--- src/sv/assert_macros.svh ---
// ----------------------------------------------------------------------------
// Assertion macros
// Shared concurrent assertion forms for the arc/segment crossing block.
// ----------------------------------------------------------------------------
`ifndef ASSERT_MACROS_SVH
`define ASSERT_MACROS_SVH

// Whenever ante holds, cons must hold in the same cycle.
`define AASI_ASSERT_IMPL(label, clk, rst_n, ante, cons, msg) \
  label: assert property (@(posedge clk) disable iff (!rst_n) (ante) |-> (cons)) \
    else $error(msg);

// The condition must never be observed while out of reset.
`define AASI_ASSERT_NEVER(label, clk, rst_n, cond, msg) \
  label: assert property (@(posedge clk) disable iff (!rst_n) !(cond)) \
    else $error(msg);

`endif

--- src/sv/aasi_pkg.sv ---
// ----------------------------------------------------------------------------
// aasi_pkg
// Types and constants shared by the arc/segment crossing pipeline.
// ----------------------------------------------------------------------------
package aasi_pkg;

  // Coordinate word and derived widths.
  localparam int CoordBits    = 32;
  localparam int RadBits      = CoordBits - 1;
  localparam int RootBits     = RadBits;
  localparam int RadicandBits = 2 * RootBits;
  localparam int CfgBits      = CoordBits;

  // Accept edge to result edge: setup stage, multiply stage, one cell per
  // root bit, and the output register.
  localparam int PipeLatency  = RootBits + 3;

  // Quadrant codes; anything else behaves as the +x -y quadrant.
  localparam logic [2:0] QuadPxPy = 3'd1;
  localparam logic [2:0] QuadNxPy = 3'd2;
  localparam logic [2:0] QuadNxNy = 3'd3;
  localparam logic [2:0] QuadPxNy = 3'd4;

  localparam logic [RadBits-1:0] RadiusReset = RadBits'(65536);

  // Configuration register indexes.
  typedef enum logic [1:0] {
    REG_CENTER_X     = 2'd0,
    REG_CENTER_Y     = 2'd1,
    REG_ARC_RADIUS   = 2'd2,
    REG_ARC_QUADRANT = 2'd3
  } aasi_reg_e;

  // One segment query.
  typedef struct packed {
    logic                        operation;
    logic signed [CoordBits-1:0] line_pos;
    logic signed [CoordBits-1:0] span_low;
    logic signed [CoordBits-1:0] span_high;
  } aasi_item_t;

  // One crossing result.
  typedef struct packed {
    logic                        hit;
    logic signed [CoordBits-1:0] point_x;
    logic signed [CoordBits-1:0] point_y;
  } aasi_result_t;

  // Per-query values that ride along with the square root.
  typedef struct packed {
    logic                        vertical;
    logic                        in_reach;
    logic                        free_pos;
    logic signed [CoordBits-1:0] pos;
    logic signed [CoordBits-1:0] span_low;
    logic signed [CoordBits-1:0] span_high;
    logic signed [CoordBits-1:0] cfree;
  } aasi_side_t;

  // Contents handed from one square-root cell to the next.
  typedef struct packed {
    logic                      valid;
    logic [RootBits:0]         rem;
    logic [RootBits-1:0]       root;
    logic [RadicandBits-1:0]   rad;
    aasi_side_t                side;
  } aasi_cell_t;

endpackage

--- src/sv/aasi_prep.sv ---
// ----------------------------------------------------------------------------
// aasi_prep
// Picks the fixed and free axes, range-checks the distance from the center
// and forms the radicand r*r - d*d as (r - d) * (r + d).
// ----------------------------------------------------------------------------
module aasi_prep (
  input  logic                                clk_i,
  input  logic                                rst_ni,
  input  logic                                take_i,
  input  aasi_pkg::aasi_item_t                item_i,
  input  logic signed [aasi_pkg::CoordBits-1:0] center_x_i,
  input  logic signed [aasi_pkg::CoordBits-1:0] center_y_i,
  input  logic [aasi_pkg::RadBits-1:0]        radius_i,
  input  logic [2:0]                          quadrant_i,
  output aasi_pkg::aasi_cell_t                cell_o
);
  import aasi_pkg::*;

  logic                 pos_x;
  logic                 pos_y;
  logic                 fixed_pos;
  logic [CoordBits-1:0] cfix;
  aasi_side_t           side_d;
  logic [CoordBits:0]   delta;
  logic [RadBits-1:0]   diff_d;
  logic [CoordBits-1:0] sum_d;

  logic                 s1_valid_q;
  aasi_side_t           s1_side_q;
  logic [RadBits-1:0]   s1_diff_q;
  logic [CoordBits-1:0] s1_sum_q;

  logic [RadBits+CoordBits-1:0] prod;
  logic                         s2_valid_q;
  logic [RadicandBits-1:0]      s2_rad_q;
  aasi_side_t                   s2_side_q;

  // Direction of the arc along x and y for the configured quadrant.
  always_comb begin
    case (quadrant_i)
      QuadPxPy: begin
        pos_x = 1'b1;
        pos_y = 1'b1;
      end
      QuadNxPy: begin
        pos_x = 1'b0;
        pos_y = 1'b1;
      end
      QuadNxNy: begin
        pos_x = 1'b0;
        pos_y = 1'b0;
      end
      default: begin
        pos_x = 1'b1;
        pos_y = 1'b0;
      end
    endcase
  end

  // Axis selection and distance from the center on the arc's side.
  always_comb begin
    side_d.vertical  = item_i.operation;
    side_d.pos       = item_i.line_pos;
    side_d.span_low  = item_i.span_low;
    side_d.span_high = item_i.span_high;
    if (item_i.operation) begin
      fixed_pos       = pos_x;
      side_d.free_pos = pos_y;
      cfix            = center_x_i;
      side_d.cfree    = center_y_i;
    end else begin
      fixed_pos       = pos_y;
      side_d.free_pos = pos_x;
      cfix            = center_y_i;
      side_d.cfree    = center_x_i;
    end
    if (fixed_pos) begin
      delta = {item_i.line_pos[CoordBits-1], item_i.line_pos} - {cfix[CoordBits-1], cfix};
    end else begin
      delta = {cfix[CoordBits-1], cfix} - {item_i.line_pos[CoordBits-1], item_i.line_pos};
    end
    side_d.in_reach = !delta[CoordBits] && (delta[CoordBits-1:0] <= {1'b0, radius_i});
    diff_d = radius_i - delta[RadBits-1:0];
    sum_d  = {1'b0, radius_i} + delta[CoordBits-1:0];
  end

  // Setup stage control.
  always_ff @(posedge clk_i or negedge rst_ni) begin
    if (!rst_ni) begin
      s1_valid_q <= 1'b0;
    end else begin
      s1_valid_q <= take_i;
    end
  end

  // Setup stage payload.
  always_ff @(posedge clk_i) begin
    if (take_i) begin
      s1_side_q <= side_d;
      s1_diff_q <= diff_d;
      s1_sum_q  <= sum_d;
    end
  end

  // The product stays below 2^(2*RootBits) whenever the distance is in range.
  assign prod = s1_diff_q * s1_sum_q;

  // Multiply stage control.
  always_ff @(posedge clk_i or negedge rst_ni) begin
    if (!rst_ni) begin
      s2_valid_q <= 1'b0;
    end else begin
      s2_valid_q <= s1_valid_q;
    end
  end

  // Multiply stage payload.
  always_ff @(posedge clk_i) begin
    if (s1_valid_q) begin
      s2_rad_q  <= prod[RadicandBits-1:0];
      s2_side_q <= s1_side_q;
    end
  end

  // Seed for the first square-root cell.
  always_comb begin
    cell_o.valid = s2_valid_q;
    cell_o.rem   = '0;
    cell_o.root  = '0;
    cell_o.rad   = s2_rad_q;
    cell_o.side  = s2_side_q;
  end

endmodule

--- config.mk ---
export PLATFORM = sky130hd
export DESIGN_NAME = aasi_prep
export DESIGN_NICKNAME = d
export VERILOG_FILES = /design/src/sv/assert_macros.svh /design/src/sv/aasi_pkg.sv /design/src/sv/aasi_prep.sv
export SDC_FILE = /design/constraint.sdc
export NUM_CORES = 2
export LEC_CHECK = 0
export ABC_AREA = 1
export ABC_CLOCK_PERIOD_IN_PS = 6500
export BUFFER_PORTS_ARGS = -buffer_cell sky130_fd_sc_hd__buf_2
export CORE_MARGIN = 1
export CORE_UTILIZATION = 51
export DETAILED_ROUTE_END_ITERATION = 10
export GPL_TIMING_DRIVEN = 1
export PLACE_DENSITY = 0.82
export SYNTH_ARGS = -nofsm -noshare
export SYNTH_HDL_FRONTEND = slang
export SYNTH_SLANG_ARGS = --single-unit
--- constraint.sdc ---
create_clock -name clk_i -period 6.5 [get_ports clk_i]
set_input_delay 1.3 -clock clk_i [delete_from_list [all_inputs] [get_ports clk_i]]
set_output_delay 1.3 -clock clk_i [all_outputs]
set_load 0.02 [all_outputs]
# After elaboration in Yosys (flattened, before gate mapping)
# Cells that the tools add are included.
word_totals:
  register_bits: 389
  input_bits: 198
  output_inout_bits: 257
  elab_cells: 39
classes:
  addsub: 4
  multipliers: 1
  n_lt_le_gt_ge: 1
  n_eq_ne: 3
  muxes: 7
  n_reduce_logical: 4
op_table:
  columns: ["op", "n"]
  rows:
  - ["$sub A32 B32 Y33", 2]
  - ["$mux W32", 2]
  - ["$mul A31 B32 Y62", 1]
  - ["$mux W33", 1]
  - ["$add A31 B32 Y32", 1]
  - ["$le A32 B31 Y1", 1]
  - ["$sub A31 B31 Y31", 1]
  - ["$eq A3 B2 Y1 const B", 2]
  - ["$mux W1", 4]
  - ["$reduce_or A2 Y1", 2]
  - ["$eq A3 B1 Y1 const B", 1]
  - ["$logic_and A1 B1 Y1", 1]
  - ["$logic_not A1 Y1", 1]

# Logic depth before layout (Yosys ltp)
logic_depth:
  depth_word: 7
  ltp_mapped: 33

# Worst setup path after synthesis
# OpenSTA, ideal clock, no wires.
synth_timing:
  path_type: "register to register"
  from: "reg s1_diff_q[16]"
  to: "reg s2_rad_q[61], data pin"
  arrival_time_ps: 6196
  required_time_ps: 6238
  slack_ps: 42
  stages_incl_launch_ff: 27
  n_path_buf: 1
  path_cell_list: "edfxtp_1 > clkbuf_1 > nand2_1 > inv_1 > fa_1 > inv_1 > fa_1 > inv_1 > fa_1 > inv_1 > fa_1 > inv_1 > fa_1 > fa_1 > fa_1 > fa_1 > ha_1 > nand2_1 > nor2_1 > inv_1 > nor2_1 > inv_1 > o21ai_0 > nand2_1 > nand3_1 > a21oi_1 > xor2_1"
synth_via:
  elab_chain_cells: 1
synth_rtl:
  columns: ["item", "line_no", "rtl"]
  rows:
  - ["from (decl)", "aasi_prep.sv:30", "logic [RadBits-1:0] s1_diff_q;"]
  - ["from (signal assigned)", "aasi_prep.sv:100", "s1_diff_q <= diff_d;"]
  - ["$mul A31 B32 Y62", "aasi_prep.sv:106", "assign prod = s1_diff_q * s1_sum_q;"]
  - ["net prod[61]", "aasi_prep.sv:33", "logic [RadBits+CoordBits-1:0] prod;"]
  - ["to (signal assigned)", "aasi_prep.sv:120", "s2_rad_q <= prod[RadicandBits-1:0];"]
  - ["to (decl)", "aasi_prep.sv:35", "logic [RadicandBits-1:0] s2_rad_q;"]
# The timed path passes the listed nets, and every way through them passes these cells.
# A chain may end at the register's enable or synchronous reset.

# Worst setup path in the final report
layout_timing:
  from: "reg s1_diff_q[10]"
  to: "reg s2_rad_q[59], data pin"
# Same word-level chain as after synthesis.

==> reports/metrics.csv <==
metric;value;unit
status;complete, but fails checks;
failing checks;DRC, setup timing;
routability cong.;0.990;
busiest grt layer;met2;
Row Count;119;
die height;328;um
Via density;5.48;
Routed Antenna Nets;0;
maximum number of pins on one net before global-route repair;133;
WHS;0.410;ns
worst-margin pin slew;0.955;ns
first-pass iteration count of the detailed router;11;
final period utilization;114;%
setup ws final;-0.920;ns
post-synthesis sequential area ratio;21.5;%
YS warnings;0;
post-synthesis cell area;54200;um^2
CP most frequent cell;fa_1;
unrepaired setup endpoints after global routing;true;
layout cell share with drive strength beyond 1;21.0;%
cell type of the slowest stage on the worst timing path;fa_1;
total CTS buffers;42;
Layout area overhead;20.5;%
post-synthesis async set-or-reset flop share;0.515;%
Max Freq;0.135;GHz
Total GRT Usage;30.3;%
Hold/Removal Path Class;reg2reg;
CORE AREA;105000;um^2
clock tree root driver cell;clkbuf_16;
nets@finish;8512;
M3 GR Usage;5.74;%
Fin. Hold Viols;0;
Top FF cell, synth;edfxtp_1;
Final Max Slew Viols;0;
first-pass GRT wire length;252000;um
met2 usage;53.7;%
Post-route DRC;7;
number of global-route vias before repair;47282;
Syn Area/Cell;8.57;um^2
critical path, cell by cell;buf_8 -> clkbuf_16 -> nand2_1 -> inv_1 -> fa_1 -> inv_1 -> fa_1 -> fa_1 -> fa_1 -> inv_1 -> fa_1 -> fa_1 -> fa_1 -> fa_1 -> ha_4 -> nand2_4 -> buf_6 -> nor2_4 -> inv_2 -> nor4_4 -> nand3_2 -> nand3_4 -> a21oi_2 -> xor2_1;
most frequent cells in the layout;inv_1, nand2_1, fa_1;
Port Buffers;391;
Max-Cap Viols;0;
DR WL/cell;21.1;um
Yosys cell types;58;
I/O pin total;455;
Finish-stage setup viols;46;
clk buf depth;3;
CTS HTree Levels;2;
die footprint;108000;um^2
initial core utilization;51.5;%
Slew HR;36.3;%
CP arrival;7.78;ns
M1 GR Usage;34.4;%
WS Path Type;reg2reg;
final core occ;62.0;%
CTS clock-pin slew for the worst setup and hold paths;0.07;ns
CTS tree;done;
later-pin clock latency in the skew report;0.63;ns
Critical Path Sink Type;flip-flop;
Post-synth EDFFs;386;
Cells after Synth;6326;
synthesis-stage register bit count;388;
crit path time final;7.42;ns
DRT iter0 DRCs;4677;
Post-CTS Hold Fix Bufs;0;
routed vias;46423;
CP required;6.86;ns
drt total wl;179000;um
commonest non-fill, non-tap cell in the layout;inv_1;
slowest stage delay, CP;0.72;ns
initial antenna violation count;20;
crit-path max FO;7;
TritonCTS Sinks;388;
Fill cells;7832;
gr ovfl total;0;
die width;328;um
startpoint types;flip-flop;
dpl hpwl;134000;um
skew final;0.0313;ns
kinds of logic after synthesis:
group,share of synthesized area (%)
AND/OR/NAND/NOR,13.8
XOR/XNOR,2.47
buffers and inverters,14.7
flip-flops,21.5
other,0.00692
AO/OA/AOI/OAI,5.92
multiplexers,0.0554
adder cells (fa/ha/maj),41.5
layer usage:
layer | up-vias | wire (um)
met5 | - | 138
met3 | 1059 | 18700
li1 | 19907 | -
met1 | 22415 | 58500
met2 | 3022 | 86900
met4 | 20 | 14900
per-stage QoR:
stage / setup slack, ns / std cells / TNS, ns / instance area [um^2]
floorplan: 0.0417 / 6388 / 0 / 54400
CTS: -0.301 / 8413 / -8.11 / 63200
global placement: -0.497 / 8311 / -14.58 / 60700
global route: -1.09 / 8470 / -36.79 / 65300
detailed placement: -0.566 / 8311 / -17.86 / 60700
finish: -0.920 / 8474 / -28.69 / 65300
cell type report:
type / instances / area, um^2 / share of cell area (%)
Antenna cell: 12 / 30.0 / 0.0460
Clock buffer: 47 / 1080 / 1.65
Timing Repair Buffer: 908 / 6980 / 10.7
Clock inverter: 29 / 246 / 0.378
Inverter: 1746 / 6570 / 10.1
Tap cell: 1391 / 1740 / 2.67
Sequential cell: 388 / 11600 / 17.8
Multi-Input combinational cell: 3953 / 37000 / 56.7
synth_stat cells (9+ instances only):
cell / instances / area share [%]
fa_1: 869 / 32
nor3_1: 23 / 0.21
nand3_1: 81 / 0.75
and3_1: 9 / 0.10
inv_1: 1736 / 12
nor2_1: 227 / 1.6
buf_2: 22 / 0.20
nor2_2: 11 / 0.13
o21ai_0: 174 / 1.6
a21o_1: 30 / 0.42
o21ai_1: 12 / 0.11
a21oi_1: 224 / 2.1
inv_2: 10 / 0.069
xnor2_1: 29 / 0.47
o21bai_1: 23 / 0.32
edfxtp_1: 386 / 21
nand2_1: 1509 / 10
ha_1: 406 / 9.4
a31oi_1: 28 / 0.32
nand2_2: 9 / 0.10
buf_4: 69 / 0.96
clkbuf_1: 207 / 1.4
nand4_1: 9 / 0.10
xor2_1: 124 / 2.0
o21ai_2: 12 / 0.19
registers in the layout, summed over array words and instances (netlist names):
| signal | flops |
|---|---|
| s1_sum_q | 31 |
| s2_valid_q | 1 |
| s1_side_q | 131 |
| s1_valid_q | 1 |
| s2_rad_q | 62 |
| cell_o | 131 |
| s1_diff_q | 31 |
path summary, 6_finish.rpt:
| check | startpoint | end | slack, ns | cells after the start |
|---|---|---|---|---|
| worst max-delay path | s1_diff_q[10] | s2_rad_q[59] | -0.92 | 24 |
| worst min-delay path | s1_side_q[34] | cell_o[34] | 0.41 | 0 |
| worst max register to register | s1_diff_q[10] | s2_rad_q[59] | -0.92 | 24 |
| worst min register to register | s1_side_q[34] | cell_o[34] | 0.41 | 0 |
| max in group asynchronous | rst_ni | s1_valid_q | 5.93 | 1 |
| min in group asynchronous | rst_ni | s1_valid_q | 0.46 | 1 |
worst max-delay path: cells and delay by family, from the launching register on:
kind                     cells  cell delay, ns
buffers and inverters        7            0.80
adder cells (fa/ha/maj)      9            4.65
AO/OA/AOI/OAI                1            0.07
flip-flops                   1            0.43
AND/OR/NAND/NOR              6            1.05
XOR/XNOR                     1            0.14
what timing repair did:
item / in CTS / in global routing
buffers inserted: 26 / 45
cloned: 1 / 11
pin swaps: 56 / 235
resized for setup: 225 / 425
endpoints found under the setup margin: 45 / 47
Power is left out: the tool's default activity adds up to more than one toggle a clock period on the data nets, which glitch-free logic cannot reach.
