[src/sv/assert_macros.svh]
// ----------------------------------------------------------------------------
// Assertion macros
// Shared concurrent assertion forms for the arc/segment crossing block.
// ----------------------------------------------------------------------------
`ifndef ASSERT_MACROS_SVH
`define ASSERT_MACROS_SVH

// Whenever ante holds, cons must hold in the same cycle.
`define AASI_ASSERT_IMPL(label, clk, rst_n, ante, cons, msg) \
  label: assert property (@(posedge clk) disable iff (!rst_n) (ante) |-> (cons)) \
    else $error(msg);

// The condition must never be observed while out of reset.
`define AASI_ASSERT_NEVER(label, clk, rst_n, cond, msg) \
  label: assert property (@(posedge clk) disable iff (!rst_n) !(cond)) \
    else $error(msg);

`endif

[src/sv/aasi_pkg.sv]
// ----------------------------------------------------------------------------
// aasi_pkg
// Types and constants shared by the arc/segment crossing pipeline.
// ----------------------------------------------------------------------------
package aasi_pkg;

  // Coordinate word and derived widths.
  localparam int CoordBits    = 32;
  localparam int RadBits      = CoordBits - 1;
  localparam int RootBits     = RadBits;
  localparam int RadicandBits = 2 * RootBits;
  localparam int CfgBits      = CoordBits;

  // Accept edge to result edge: setup stage, multiply stage, one cell per
  // root bit, and the output register.
  localparam int PipeLatency  = RootBits + 3;

  // Quadrant codes; anything else behaves as the +x -y quadrant.
  localparam logic [2:0] QuadPxPy = 3'd1;
  localparam logic [2:0] QuadNxPy = 3'd2;
  localparam logic [2:0] QuadNxNy = 3'd3;
  localparam logic [2:0] QuadPxNy = 3'd4;

  localparam logic [RadBits-1:0] RadiusReset = RadBits'(65536);

  // Configuration register indexes.
  typedef enum logic [1:0] {
    REG_CENTER_X     = 2'd0,
    REG_CENTER_Y     = 2'd1,
    REG_ARC_RADIUS   = 2'd2,
    REG_ARC_QUADRANT = 2'd3
  } aasi_reg_e;

  // One segment query.
  typedef struct packed {
    logic                        operation;
    logic signed [CoordBits-1:0] line_pos;
    logic signed [CoordBits-1:0] span_low;
    logic signed [CoordBits-1:0] span_high;
  } aasi_item_t;

  // One crossing result.
  typedef struct packed {
    logic                        hit;
    logic signed [CoordBits-1:0] point_x;
    logic signed [CoordBits-1:0] point_y;
  } aasi_result_t;

  // Per-query values that ride along with the square root.
  typedef struct packed {
    logic                        vertical;
    logic                        in_reach;
    logic                        free_pos;
    logic signed [CoordBits-1:0] pos;
    logic signed [CoordBits-1:0] span_low;
    logic signed [CoordBits-1:0] span_high;
    logic signed [CoordBits-1:0] cfree;
  } aasi_side_t;

  // Contents handed from one square-root cell to the next.
  typedef struct packed {
    logic                      valid;
    logic [RootBits:0]         rem;
    logic [RootBits-1:0]       root;
    logic [RadicandBits-1:0]   rad;
    aasi_side_t                side;
  } aasi_cell_t;

endpackage

[src/sv/aasi_sqrt_cell.sv]
// ----------------------------------------------------------------------------
// aasi_sqrt_cell
// One step of a restoring integer square root: settles one root bit and
// passes remainder, partial root and remaining radicand bits onward.
// ----------------------------------------------------------------------------
module aasi_sqrt_cell (
  input  logic                 clk_i,
  input  logic                 rst_ni,
  input  aasi_pkg::aasi_cell_t cell_i,
  output aasi_pkg::aasi_cell_t cell_o
);
  import aasi_pkg::*;

  logic [RootBits+2:0] rem_sh;
  logic [RootBits+2:0] trial;
  logic [RootBits+2:0] rem_sub;
  logic                take;
  aasi_cell_t          cell_d;
  logic                valid_q;
  aasi_cell_t          cell_q;

  // Bring in the next two radicand bits and try the bit as one.
  always_comb begin
    rem_sh  = {cell_i.rem, cell_i.rad[RadicandBits-1 -: 2]};
    trial   = {1'b0, cell_i.root, 2'b01};
    rem_sub = rem_sh - trial;
    take    = (rem_sh >= trial);
    cell_d       = cell_i;
    cell_d.rem   = take ? rem_sub[RootBits:0] : rem_sh[RootBits:0];
    cell_d.root  = {cell_i.root[RootBits-2:0], take};
    cell_d.rad   = {cell_i.rad[RadicandBits-3:0], 2'b00};
  end

  // Valid flag.
  always_ff @(posedge clk_i or negedge rst_ni) begin
    if (!rst_ni) begin
      valid_q <= 1'b0;
    end else begin
      valid_q <= cell_i.valid;
    end
  end

  // Payload follows a valid transaction.
  always_ff @(posedge clk_i) begin
    if (cell_i.valid) begin
      cell_q <= cell_d;
    end
  end

  always_comb begin
    cell_o       = cell_q;
    cell_o.valid = valid_q;
  end

endmodule

[config.mk]
export PLATFORM = sky130hd
export DESIGN_NAME = aasi_sqrt_cell
export DESIGN_NICKNAME = d
export VERILOG_FILES = /design/src/sv/assert_macros.svh /design/src/sv/aasi_pkg.sv /design/src/sv/aasi_sqrt_cell.sv
export SDC_FILE = /design/constraint.sdc
export NUM_CORES = 1
export LEC_CHECK = 0
export ABC_CLOCK_PERIOD_IN_PS = 1500
export BUFFER_PORTS_ARGS = -buffer_cell sky130_fd_sc_hd__buf_2
export CORE_AREA = 2 2 201 203
export CTS_CLUSTER_DIAMETER = 150
export DETAILED_ROUTE_END_ITERATION = 8
export DIE_AREA = 0 0 203 205
export GPL_TIMING_DRIVEN = 0
export PLACE_DENSITY_LB_ADDON = 0.05
export SETUP_SLACK_MARGIN = 0.02
export SLEW_MARGIN = 25
export SYNTH_ARGS = -nofsm -noshare
export SYNTH_HDL_FRONTEND = slang
export SYNTH_SLANG_ARGS = --single-unit
[constraint.sdc]
create_clock -name clk_i -period 1.5 [get_ports clk_i]
set_input_delay 0.225 -clock clk_i [delete_from_list [all_inputs] [get_ports clk_i]]
set_output_delay 0.225 -clock clk_i [all_outputs]
set_load 0.05 [all_outputs]
# Word-level counts from Yosys, hierarchy flattened
# Cells that the tools add are included.
[op_classes] addsub=1 magnitude_cmp=1 muxes=1
[op_table] op="34-bit by 33-bit greater-or-equal comparator with 1-bit output" n=1
[op_table] op="32-bit two-way mux" n=1
[op_table] op="32-bit subtractor" n=1
[word_totals] regBits=255 inputBits=259 out_inout_bits=257 word_cells=14

# Longest topological paths before layout
# Gate-level depths: netlist of run 1.
[depth] word_depth=2 ltp_mapped=13 ltp_nobuf=10

# Worst setup path before layout of run 1
# OpenSTA, ideal clock, no wires.
[synth_timing] path_kind="input port to flip-flop" start="input port cell_i[197] in the netlist's numbering" end="register cell_q (netlist bit cell_o[228]) (data pin)" path_slack_ps=-1406 t_arrival_ps=2645 required_time_ps=1240 setup_time_ps=260 path_stages=12 path_buffers=2 path_cell_list="inv_1 ha_1 a31o_2 a221oi_1 a31oi_1 a211oi_2 nor3_2 a311o_1 a41o_1 buf_6 buf_6 mux2_4"
[synth_lines] element="start, declared" line_no="aasi_sqrt_cell.sv:9" rtl="input aasi_pkg::aasi_cell_t cell_i,"
[synth_lines] element="end signal, assigned" line_no="aasi_sqrt_cell.sv:46" rtl="cell_q <= cell_d;"
[synth_lines] element="end, declared" line_no="aasi_sqrt_cell.sv:20" rtl="aasi_cell_t cell_q;"

==> results of run 1 <==
-- worst min-delay path, cell delays in order --
cell     delay, ps
buf_2          120
inv_1           50
mux2i_1         60
-- stage by stage --
| step | hold WS [ps] | setup slack (ps) | total power [mW] |
|---|---|---|---|
| 6_report | 50.2 | -917 | 21.8 |
| 5_1_grt | 29.7 | -957 | 22.7 |
| 2_1_floorplan | -70.6 | -1180 | 12.3 |
| 4_1_cts | 19.5 | -916 | 22.1 |
| 3_3_place_gp | 0.111 | -3700 | 13.8 |
| 3_5_place_dp | 0.815 | -1910 | 13.7 |
-- kinds of logic after synthesis --
group,Yosys count
AOI/OAI and AO/OA,92
xor gates and xnor gates,30
adders and majority gates,33
buffers and inverters,52
DFF,255
muxes,31
other,1
and+or+nand+nor,69
-- per-layer routing --
metal / part of all wire (%) / vias up / wire length (µm) / track usage [%]
li1: - / 3799 / - / -
met1: 39 / 3697 / 12800 / 16.8
met2: 52 / 255 / 17400 / 27.9
met3: 7.2 / 48 / 2390 / 4.52
met4: 1.9 / 4 / 620 / 3.34
met5: 0.10 / - / 34 / 0
-- cell usage in the layout (no fill, tap or decap), drive strengths merged, types with 4 or more instances in the layout --
master	instances
clkbuf	38
nor2	15
xor2	8
nor3	7
edfxtp	254
and4	4
a21o	13
bufinv	5
a211oi	5
o21ai	15
xnor2	22
inv	38
nand2	18
mux2	29
and3	7
ha	33
dlygate4sd3	252
buf	539
a21oi	27
nand2b	8
clkinv	15
-- report_power, final --
group / switching, mW / internal, mW
registers: 0.132 / 8.59
logic: 3.61 / 1.94
clock network: 3.01 / 4.53
-- flip-flops by register name (all words and copies together) (netlist names) --
register	cells
cell_o	254
valid_q	1
-- repair_timing --
action | CTS | global route
hold endpoints to repair | 251 | 0
gates resized for setup | 32 | 18
gates cloned | 1 | 0
hold buffers | 252 | 0
setup buffers | 13 | 3
setup endpoints to repair | 36 | 34
pin swaps | 9 | 6
-- worst paths after layout --
kind / from / end / slack (ps) / depth (start not counted)
max in group asynchronous: rst_ni / valid_q / 920 / 3
min in group asynchronous: rst_ni / valid_q / 480 / 3
setup / recovery: cell_i[230] / cell_o[236] / -920 / 12
hold / removal: cell_i[242] / cell_o[244] / 50 / 3
-- layout make-up --
| cell class | instances | area [µm²] |
|---|---|---|
| fillers | 3736 | 21900 |
| flip-flops and latches | 255 | 7650 |
| repair buffers | 784 | 5370 |
| multi-input cells | 257 | 2480 |
| clock buffers | 33 | 762 |
| well taps | 525 | 657 |
| clock inverters | 22 | 264 |
| plain buffers | 12 | 156 |
| inverters | 38 | 155 |
| diodes | 3 | 7.51 |
==> impl_metrics.env, run 1 <==
export IMPL_status="finished with violations"
export IMPL_violations="negative setup slack"
export IMPL_numPortBuffers=513
export IMPL_vias=7803
export IMPL_cp_end_kind="flop"
export IMPL_synth_compound_area_share_pct=6.15
export IMPL_yosys_warnings=0
export IMPL_utilization_pct=44.5
export IMPL_drt_iter0_drc=319
export IMPL_avgSynthCellArea_um2=17.7
export IMPL_synth_edf_count=254
export IMPL_place_hpwl_um=24300
export IMPL_ys_flop_type="edfxtp_1"
export IMPL_crit_type="in2reg"
export IMPL_post_synth_top_count_cell="edfxtp_1"
export IMPL_ios=516
export IMPL_peakVddDrop_v=0.00104
export IMPL_synth_common_cells="edfxtp_1 (254), inv_1 (38), ha_1 (33)"
export IMPL_slew_viol_final=0
export IMPL_clockBufferDepth=3
export IMPL_synthDominantCellAreaShare_pct=76.4
export IMPL_cp_top_family="compound AO/OA/AOI/OAI gates"
export IMPL_crit_path_max_fanout=10
export IMPL_coreArea_um2=39400
export IMPL_critical_path_startpoint_type="input pin"
export IMPL_htreeDepth=1
export IMPL_seq_area_frac_synth_pct=76.6
export IMPL_cpMostUsedCell="buf_6"
export IMPL_grt_max_degree=93
export IMPL_root_buffer="clkbuf_16"
export IMPL_grt_first_pass_wirelength_um=47600
export IMPL_fin_crit_ps=2420
export IMPL_synthMuxAreaShare_pct=4.45
export IMPL_numCtsBuffers=30
export IMPL_hold_viol_final=0
export IMPL_synth_top_family_by_area="compound AO/OA/AOI/OAI gates"
export IMPL_finalInstanceArea_um2=17500
export IMPL_tightest_slew_ps=654
export IMPL_ys_seq_elements=255
export IMPL_synth_xor_area_share_pct=2.63
export IMPL_p_per_area_nw_per_um2=1250
export IMPL_synth_fa_ha_area_share_pct=4.13
export IMPL_synthSimpleGateAreaFrac_pct=3.58
export IMPL_synth_area_leaders="edfxtp_1 (76%), ha_1 (4.1%), mux2_4 (3.9%)"
export IMPL_synth_area_um2=9990
export IMPL_max_slew_margin_rel_pct=56.4
export IMPL_rows=73
export IMPL_grt_ovfl_total=0
export IMPL_cp_num_buf_inv=3
export IMPL_clk_pin_slew_worst_paths_ps=60
export IMPL_postSynthCellCount=563
export IMPL_finalSetupTns_ps=-28870
export IMPL_synth_cell_types=53
export IMPL_setup_violations=33
export IMPL_cp_cell_sequence="buf_6 > ha_4 > a31o_4 > a221oi_4 > a31oi_4 > a211oi_4 > nor3_4 > a311o_1 > a41o_1 > buf_6 > buf_12 > mux2_4"
export IMPL_cts_sinks=255
export IMPL_first_global_vias=8068
export IMPL_placed_area_um2=13600
export IMPL_via_per_inst=4.05
export IMPL_start_util_pct=25.4
export IMPL_place_inst=1604
export IMPL_cap_violations=0
export IMPL_die_area_um2=41600
export IMPL_drc=0
export IMPL_cts_tree="built"
export IMPL_chipHeight_um=205
export IMPL_slowest_delay_ps=330
export IMPL_layout_setup_ws_ps=-917
export IMPL_wl_um=33300
export IMPL_final_antenna_net_count=0
export IMPL_drive_gt1_share_pct=48.0
export IMPL_hold_path_class="in2reg"
export IMPL_slowest_stage="a311o_1"
export IMPL_drtPass1Iterations=4
export IMPL_crit_arrival_ps=2730
export IMPL_p_leak_nw=7.55
export IMPL_antenna_found_initial=5
export IMPL_grtUsageTotal_pct=15.0
export IMPL_layoutNonFillerInstCount=1929
export IMPL_period_share_pct=161
export IMPL_fp_dieW_um=203
export IMPL_rsz0062_at_grt="yes"
export IMPL_gp_congestion=0.757
export IMPL_fmax_mhz=414
export IMPL_required_ps=1820
export IMPL_layout_nets=1670
export IMPL_async_flop_share_pct=0.392
export IMPL_area_growth_syn_to_layout_pct=75.3
export IMPL_synth_top_area_cell="edfxtp_1"
export IMPL_wl_per_cell_um=17.2
Note: power is estimated with default switching activity, not from simulation.
==> run 2: changes to the inputs <==
--- a/config.mk
+++ b/config.mk
@@ -13,6 +13,7 @@
 export DIE_AREA = 0 0 203 205
 export GPL_TIMING_DRIVEN = 0
 export PLACE_DENSITY_LB_ADDON = 0.05
+export RECOVER_POWER = 50
 export SETUP_SLACK_MARGIN = 0.02
 export SLEW_MARGIN = 25
 export SYNTH_ARGS = -nofsm -noshare
==> run 2 against run 1 <==
  * The run still ends with negative setup slack left
  * Sequential power about the same
  * Via count about the same
  * Worst setup slack improved by 0.89 ps
  * Die area unchanged
  * Sequential cell count unchanged
  * Highest routed layer unchanged
==> impl_metrics.env, run 2 (same netlist as run 1, synthesis figures left out) <==
export IMPL_status="finished with violations"
export IMPL_violations="negative setup slack"
export IMPL_cp_cell_sequence="buf_6 > ha_4 > a31o_4 > a221oi_4 > a31oi_4 > a211oi_4 > nor3_4 > a311o_1 > a41o_1 > buf_6 > buf_12 > mux2_4"
export IMPL_wl_um=33300
export IMPL_numPortBuffers=513
export IMPL_vias=7800
export IMPL_tightest_slew_ps=1200
export IMPL_required_ps=1820
export IMPL_cpMostUsedCell="buf_6"
export IMPL_grt_first_pass_wirelength_um=47600
export IMPL_area_growth_syn_to_layout_pct=75.0
export IMPL_crit_path_max_fanout=10
export IMPL_layout_nets=1670
export IMPL_hold_path_class="in2reg"
export IMPL_multi_input_area_um2=2480
export IMPL_ios=516
export IMPL_layout_setup_ws_ps=-916
export IMPL_largest_register_ffs=254
export IMPL_final_antenna_net_count=0
export IMPL_place_hpwl_um=24300
export IMPL_numCtsBuffers=30
export IMPL_layoutNonFillerInstCount=1929
export IMPL_wl_per_cell_um=17.2
export IMPL_chipHeight_um=205
export IMPL_seq_area_um2=7650
export IMPL_max_slew_margin_rel_pct=20.3
export IMPL_cts_tree="built"
export IMPL_drtPass1Iterations=4
export IMPL_slew_viol_final=0
export IMPL_top_layer_used="met5"
export IMPL_start_util_pct=25.4
export IMPL_wl_met1_um=12800
export IMPL_first_global_vias=8068
export IMPL_htreeDepth=1
export IMPL_route_met3_wl_um=2420
export IMPL_antenna_found_initial=5
export IMPL_slowest_stage="a311o_1"
export IMPL_fill_cells=3745
export IMPL_root_buffer="clkbuf_16"
export IMPL_coreArea_um2=39400
export IMPL_fin_crit_ps=2420
export IMPL_hold_viol_final=0
export IMPL_fmax_mhz=414
export IMPL_critical_path_startpoint_type="input pin"
export IMPL_peakVddDrop_v=0.00104
export IMPL_cts_sinks=255
export IMPL_slowest_delay_ps=330
export IMPL_grt_max_degree=93
export IMPL_place_inst=1604
export IMPL_cp_top_family="compound AO/OA/AOI/OAI gates"
export IMPL_rsz0062_at_grt="yes"
export IMPL_crit_arrival_ps=2730
export IMPL_die_area_um2=41600
export IMPL_rows=73
export IMPL_setup_violations=49
export IMPL_clockBufferDepth=3
export IMPL_drt_iter0_drc=311
export IMPL_via_per_inst=4.04
export IMPL_grtUsageTotal_pct=15.0
export IMPL_grt_ovfl_total=0
export IMPL_fp_dieW_um=203
export IMPL_cap_violations=0
export IMPL_cp_end_kind="flop"
export IMPL_period_share_pct=161
export IMPL_clk_pin_slew_worst_paths_ps=60
export IMPL_p_leak_nw=7.51
export IMPL_drive_gt1_share_pct=47.0
export IMPL_drc=0
export IMPL_cp_num_buf_inv=3
export IMPL_final_common_cell="buf_2"
export IMPL_p_per_area_nw_per_um2=1250
export IMPL_finalSetupTns_ps=-28930
export IMPL_met2WireLength_um=17400
export IMPL_crit_type="in2reg"
export IMPL_final_cell_mix="buf_2 (489), edfxtp_1 (254), dlygate4sd3_1 (252)"
export IMPL_gp_congestion=0.757
## run 2: cell types whose count changed in the layout (fill, tap and decap cells not counted)
cell / before / now
buf_16: 3 / 2
clkbuf_2: 0 / 1
buf_2: 504 / 489
clkbuf_4: 0 / 1
buf_8: 4 / 3
buf_12: 3 / 4
clkbuf_1: 4 / 18
## run 2: layout make-up
type / count / share of cell area, %
diodes: 3 / 0.0430
clock buffers: 33 / 4.36
inverters: 38 / 0.888
clock inverters: 22 / 1.51
repair buffers: 784 / 30.5
plain buffers: 12 / 0.895
well taps: 525 / 3.76
flip-flops and latches: 255 / 43.8
multi-input cells: 257 / 14.2
## run 2: stage by stage
stage | hold slack [ps] | total power [mW] | worst slack, ps | cell area [µm²] | utilization [%]
floorplan | -70.6 | 12.3 | -1180 | 10300 | -
global placement | 0.111 | 13.8 | -3700 | 13500 | 34.4
detailed placement | 0.815 | 13.7 | -1910 | 13600 | 34.6
CTS | 19.5 | 22.1 | -916 | 17400 | 44.3
global route | 29.7 | 22.7 | -957 | 17500 | 44.4
finish | 49.7 | 21.8 | -916 | 17500 | 44.4
## run 2: metal layers
metal / vias up / track usage, %
met2: 260 / 27.9
met5: - / 0
met4: 4 / 3.34
met1: 3688 / 16.8
met3: 47 / 4.52
li1: 3801 / -
## run 2: power breakdown
part	leakage, nW	internal [mW]	switching (mW)
clock	0.501	4.53	3.01
sequential	2.50	8.59	0.132
combinational	4.51	1.93	3.61
## run 2: final timing paths
check,startpoint,end,slack [ps],cells after the start
worst max-delay path,cell_i[230],cell_o[236],-920,12
min in group asynchronous,rst_ni,valid_q,470,3
worst min-delay path,cell_i[242],cell_o[244],50,3
max in group asynchronous,rst_ni,valid_q,930,3
## run 2: tightest hold or removal path: cells and delay by family
kind	cells	cell delay, ps
buffers and inverters	2	170
multiplexers	1	60
## run 2: what timing repair did
action	4_1_cts	5_1_grt
gates resized for setup	32	18
pin swaps	9	6
endpoints found under the setup margin	36	34
endpoints found under the hold margin	251	0
buffers inserted	13	3
hold buffers	252	0
gates cloned	1	0
==> run 3: changes to the inputs <==
--- a/config.mk
+++ b/config.mk
@@ -7,10 +7,10 @@
 export LEC_CHECK = 0
 export ABC_CLOCK_PERIOD_IN_PS = 1500
 export BUFFER_PORTS_ARGS = -buffer_cell sky130_fd_sc_hd__buf_2
-export CORE_AREA = 2 2 201 203
+export CORE_AREA = 2 2 199 201
 export CTS_CLUSTER_DIAMETER = 150
 export DETAILED_ROUTE_END_ITERATION = 8
-export DIE_AREA = 0 0 203 205
+export DIE_AREA = 0 0 201 203
 export GPL_TIMING_DRIVEN = 0
 export PLACE_DENSITY_LB_ADDON = 0.05
 export RECOVER_POWER = 50
==> run 3 against run 2 <==
  * The run still ends with negative setup slack left
  * Cell area is 0.76% lower
  * Core utilization is 0.69 points higher
  * Sequential power hardly changed
  * Die area is 2.0% lower
  * Via count is 1.0% higher
  * Critical path depth stayed put
  * Clock power is 9.3% lower
  * Largest power group unchanged
  * Clock-buffer cell count stayed put
  * Non-clock buffer count is 2 lower
  * First-iteration DRC count is 15% higher
==> impl_metrics.env, run 3 (same netlist as run 1, synthesis figures left out) <==
export IMPL_final_antenna_net_count=0
export IMPL_antenna_found_initial=7
export IMPL_finalInstanceArea_um2=17300
export IMPL_holdPathEnd="cell_o[243]"
export IMPL_root_buffer="clkbuf_16"
export IMPL_cp_top_family="compound AO/OA/AOI/OAI gates"
export IMPL_fp_dieW_um=201
export IMPL_ios=516
export IMPL_cap_violations=0
export IMPL_final_common_cell="buf_2"
export IMPL_final_cell_mix="buf_2 (492), edfxtp_1 (254), dlygate4sd3_1 (245)"
export IMPL_cp_end_kind="flop"
export IMPL_slowest_stage="a311o_1"
export IMPL_cpMostUsedCell="buf_8"
export IMPL_placed_area_um2=13600
export IMPL_p_leak_nw=7.43
export IMPL_hp_start="cell_i[241]"
export IMPL_hold_viol_final=0
export IMPL_numCtsBuffers=29
export IMPL_p_total_mw=21.1
export IMPL_wl_um=34400
export IMPL_critical_path_startpoint_type="input pin"
export IMPL_violations="negative setup slack"
export IMPL_largest_register_ffs=254
export IMPL_vias=7880
export IMPL_grt_first_pass_wirelength_um=50200
export IMPL_period_share_pct=162
export IMPL_crit_path_max_fanout=10
export IMPL_setup_violations=33
export IMPL_grt_max_degree=91
export IMPL_min_path_cells=2
export IMPL_crit_arrival_ps=2730
export IMPL_via_per_inst=4.11
export IMPL_slowest_delay_ps=350
export IMPL_start_util_pct=26.0
export IMPL_fmax_mhz=410
export IMPL_status="finished with violations"
export IMPL_fin_crit_ps=2440
export IMPL_tightest_slew_ps=877
export IMPL_clk_pin_slew_worst_paths_ps=60
export IMPL_grtUsageTotal_pct=16.2
export IMPL_numPortBuffers=513
export IMPL_drc=0
export IMPL_rows=72
export IMPL_drt_iter0_drc=358
export IMPL_layout_setup_ws_ps=-937
export IMPL_place_hpwl_um=25000
export IMPL_cts_sinks=255
export IMPL_cts_tree="built"
export IMPL_rsz0062_at_grt="yes"
export IMPL_max_slew_margin_rel_pct=41.5
export IMPL_htreeDepth=1
export IMPL_die_area_um2=40800
export IMPL_slew_viol_final=0
export IMPL_layoutNonFillerInstCount=1916
export IMPL_clockBufferDepth=3
export IMPL_coreArea_um2=38500
export IMPL_peakVddDrop_v=0.000696
export IMPL_gp_congestion=0.748
export IMPL_drtPass1Iterations=4
export IMPL_grt_ovfl_total=0
export IMPL_chipHeight_um=203
export IMPL_required_ps=1790
export IMPL_wl_per_cell_um=17.9
export IMPL_p_per_area_nw_per_um2=1220
export IMPL_place_inst=1598
export IMPL_layout_nets=1667
export IMPL_hold_path_class="in2reg"
export IMPL_first_global_vias=8219
export IMPL_area_growth_syn_to_layout_pct=73.6
export IMPL_cp_num_buf_inv=3
export IMPL_cp_cell_sequence="buf_8 > ha_4 > a31o_4 > a221oi_4 > a31oi_4 > a211oi_4 > nor3_4 > a311o_1 > a41o_1 > buf_8 > buf_12 > mux2_4"
export IMPL_crit_type="in2reg"
export IMPL_drive_gt1_share_pct=47.6
-- run 3: layout make-up --
type | count | area [µm²]
diodes | 2 | 5.00
repair buffers | 781 | 5270
plain buffers | 13 | 169
fillers | 3636 | 21100
clock inverters | 19 | 161
flip-flops and latches | 255 | 7650
clock buffers | 33 | 741
inverters | 38 | 158
multi-input cells | 257 | 2540
well taps | 518 | 648
-- run 3: power breakdown --
| group | internal (mW) | total, mW | switching [mW] |
|---|---|---|---|
| logic | 1.93 | 5.58 | 3.65 |
| registers | 8.59 | 8.72 | 0.130 |
| clock network | 4.01 | 6.84 | 2.82 |
| total | 14.5 | 21.1 | 6.60 |
-- run 3: metal layers --
metal | wire (µm) | vias to the layer above | GRT usage (%)
met4 | 871 | 10 | 5.42
met3 | 2440 | 63 | 4.49
met5 | 59 | - | 0
li1 | - | 3795 | -
met1 | 12800 | 3740 | 17.8
met2 | 18200 | 272 | 29.9
-- run 3: repair_timing --
action                     in CTS  in global routing
setup endpoints to repair      34                 34
cloned                          1                  0
pin swaps                       8                 14
gates resized for setup        29                 40
hold endpoints to repair      244                  0
hold buffers                  245                  0
setup buffers                  12                  7
-- run 3: per-stage QoR --
| stage | utilization, % | setup TNS, ps | setup WS (ps) | hold slack (ps) |
|---|---|---|---|---|
| after floorplan | - | -36370 | -1180 | -70.6 |
| after global placement | 35.2 | -1000140 | -3750 | 1.05 |
| after detailed placement | 35.4 | -60990 | -1920 | 2.04 |
| after CTS | 44.8 | -30680 | -972 | 3.28 |
| after global routing | 45.1 | -30930 | -971 | 15.4 |
| final | 45.1 | -29730 | -937 | 39.4 |
-- run 3: worst max-delay path by stage --
stage	startpoint	cells past startpoint	end	slack, ps
2_1_floorplan	cell_i[236]	9	cell_o[251]	-1180
3_3_place_gp	cell_i[256]	1	valid_q	-3750
3_5_place_dp	cell_i[193]	13	cell_o[248]	-1920
4_1_cts	cell_i[198]	13	cell_o[245]	-970
5_1_grt	cell_i[230]	12	cell_o[246]	-970
6_report	cell_i[230]	12	cell_o[235]	-940
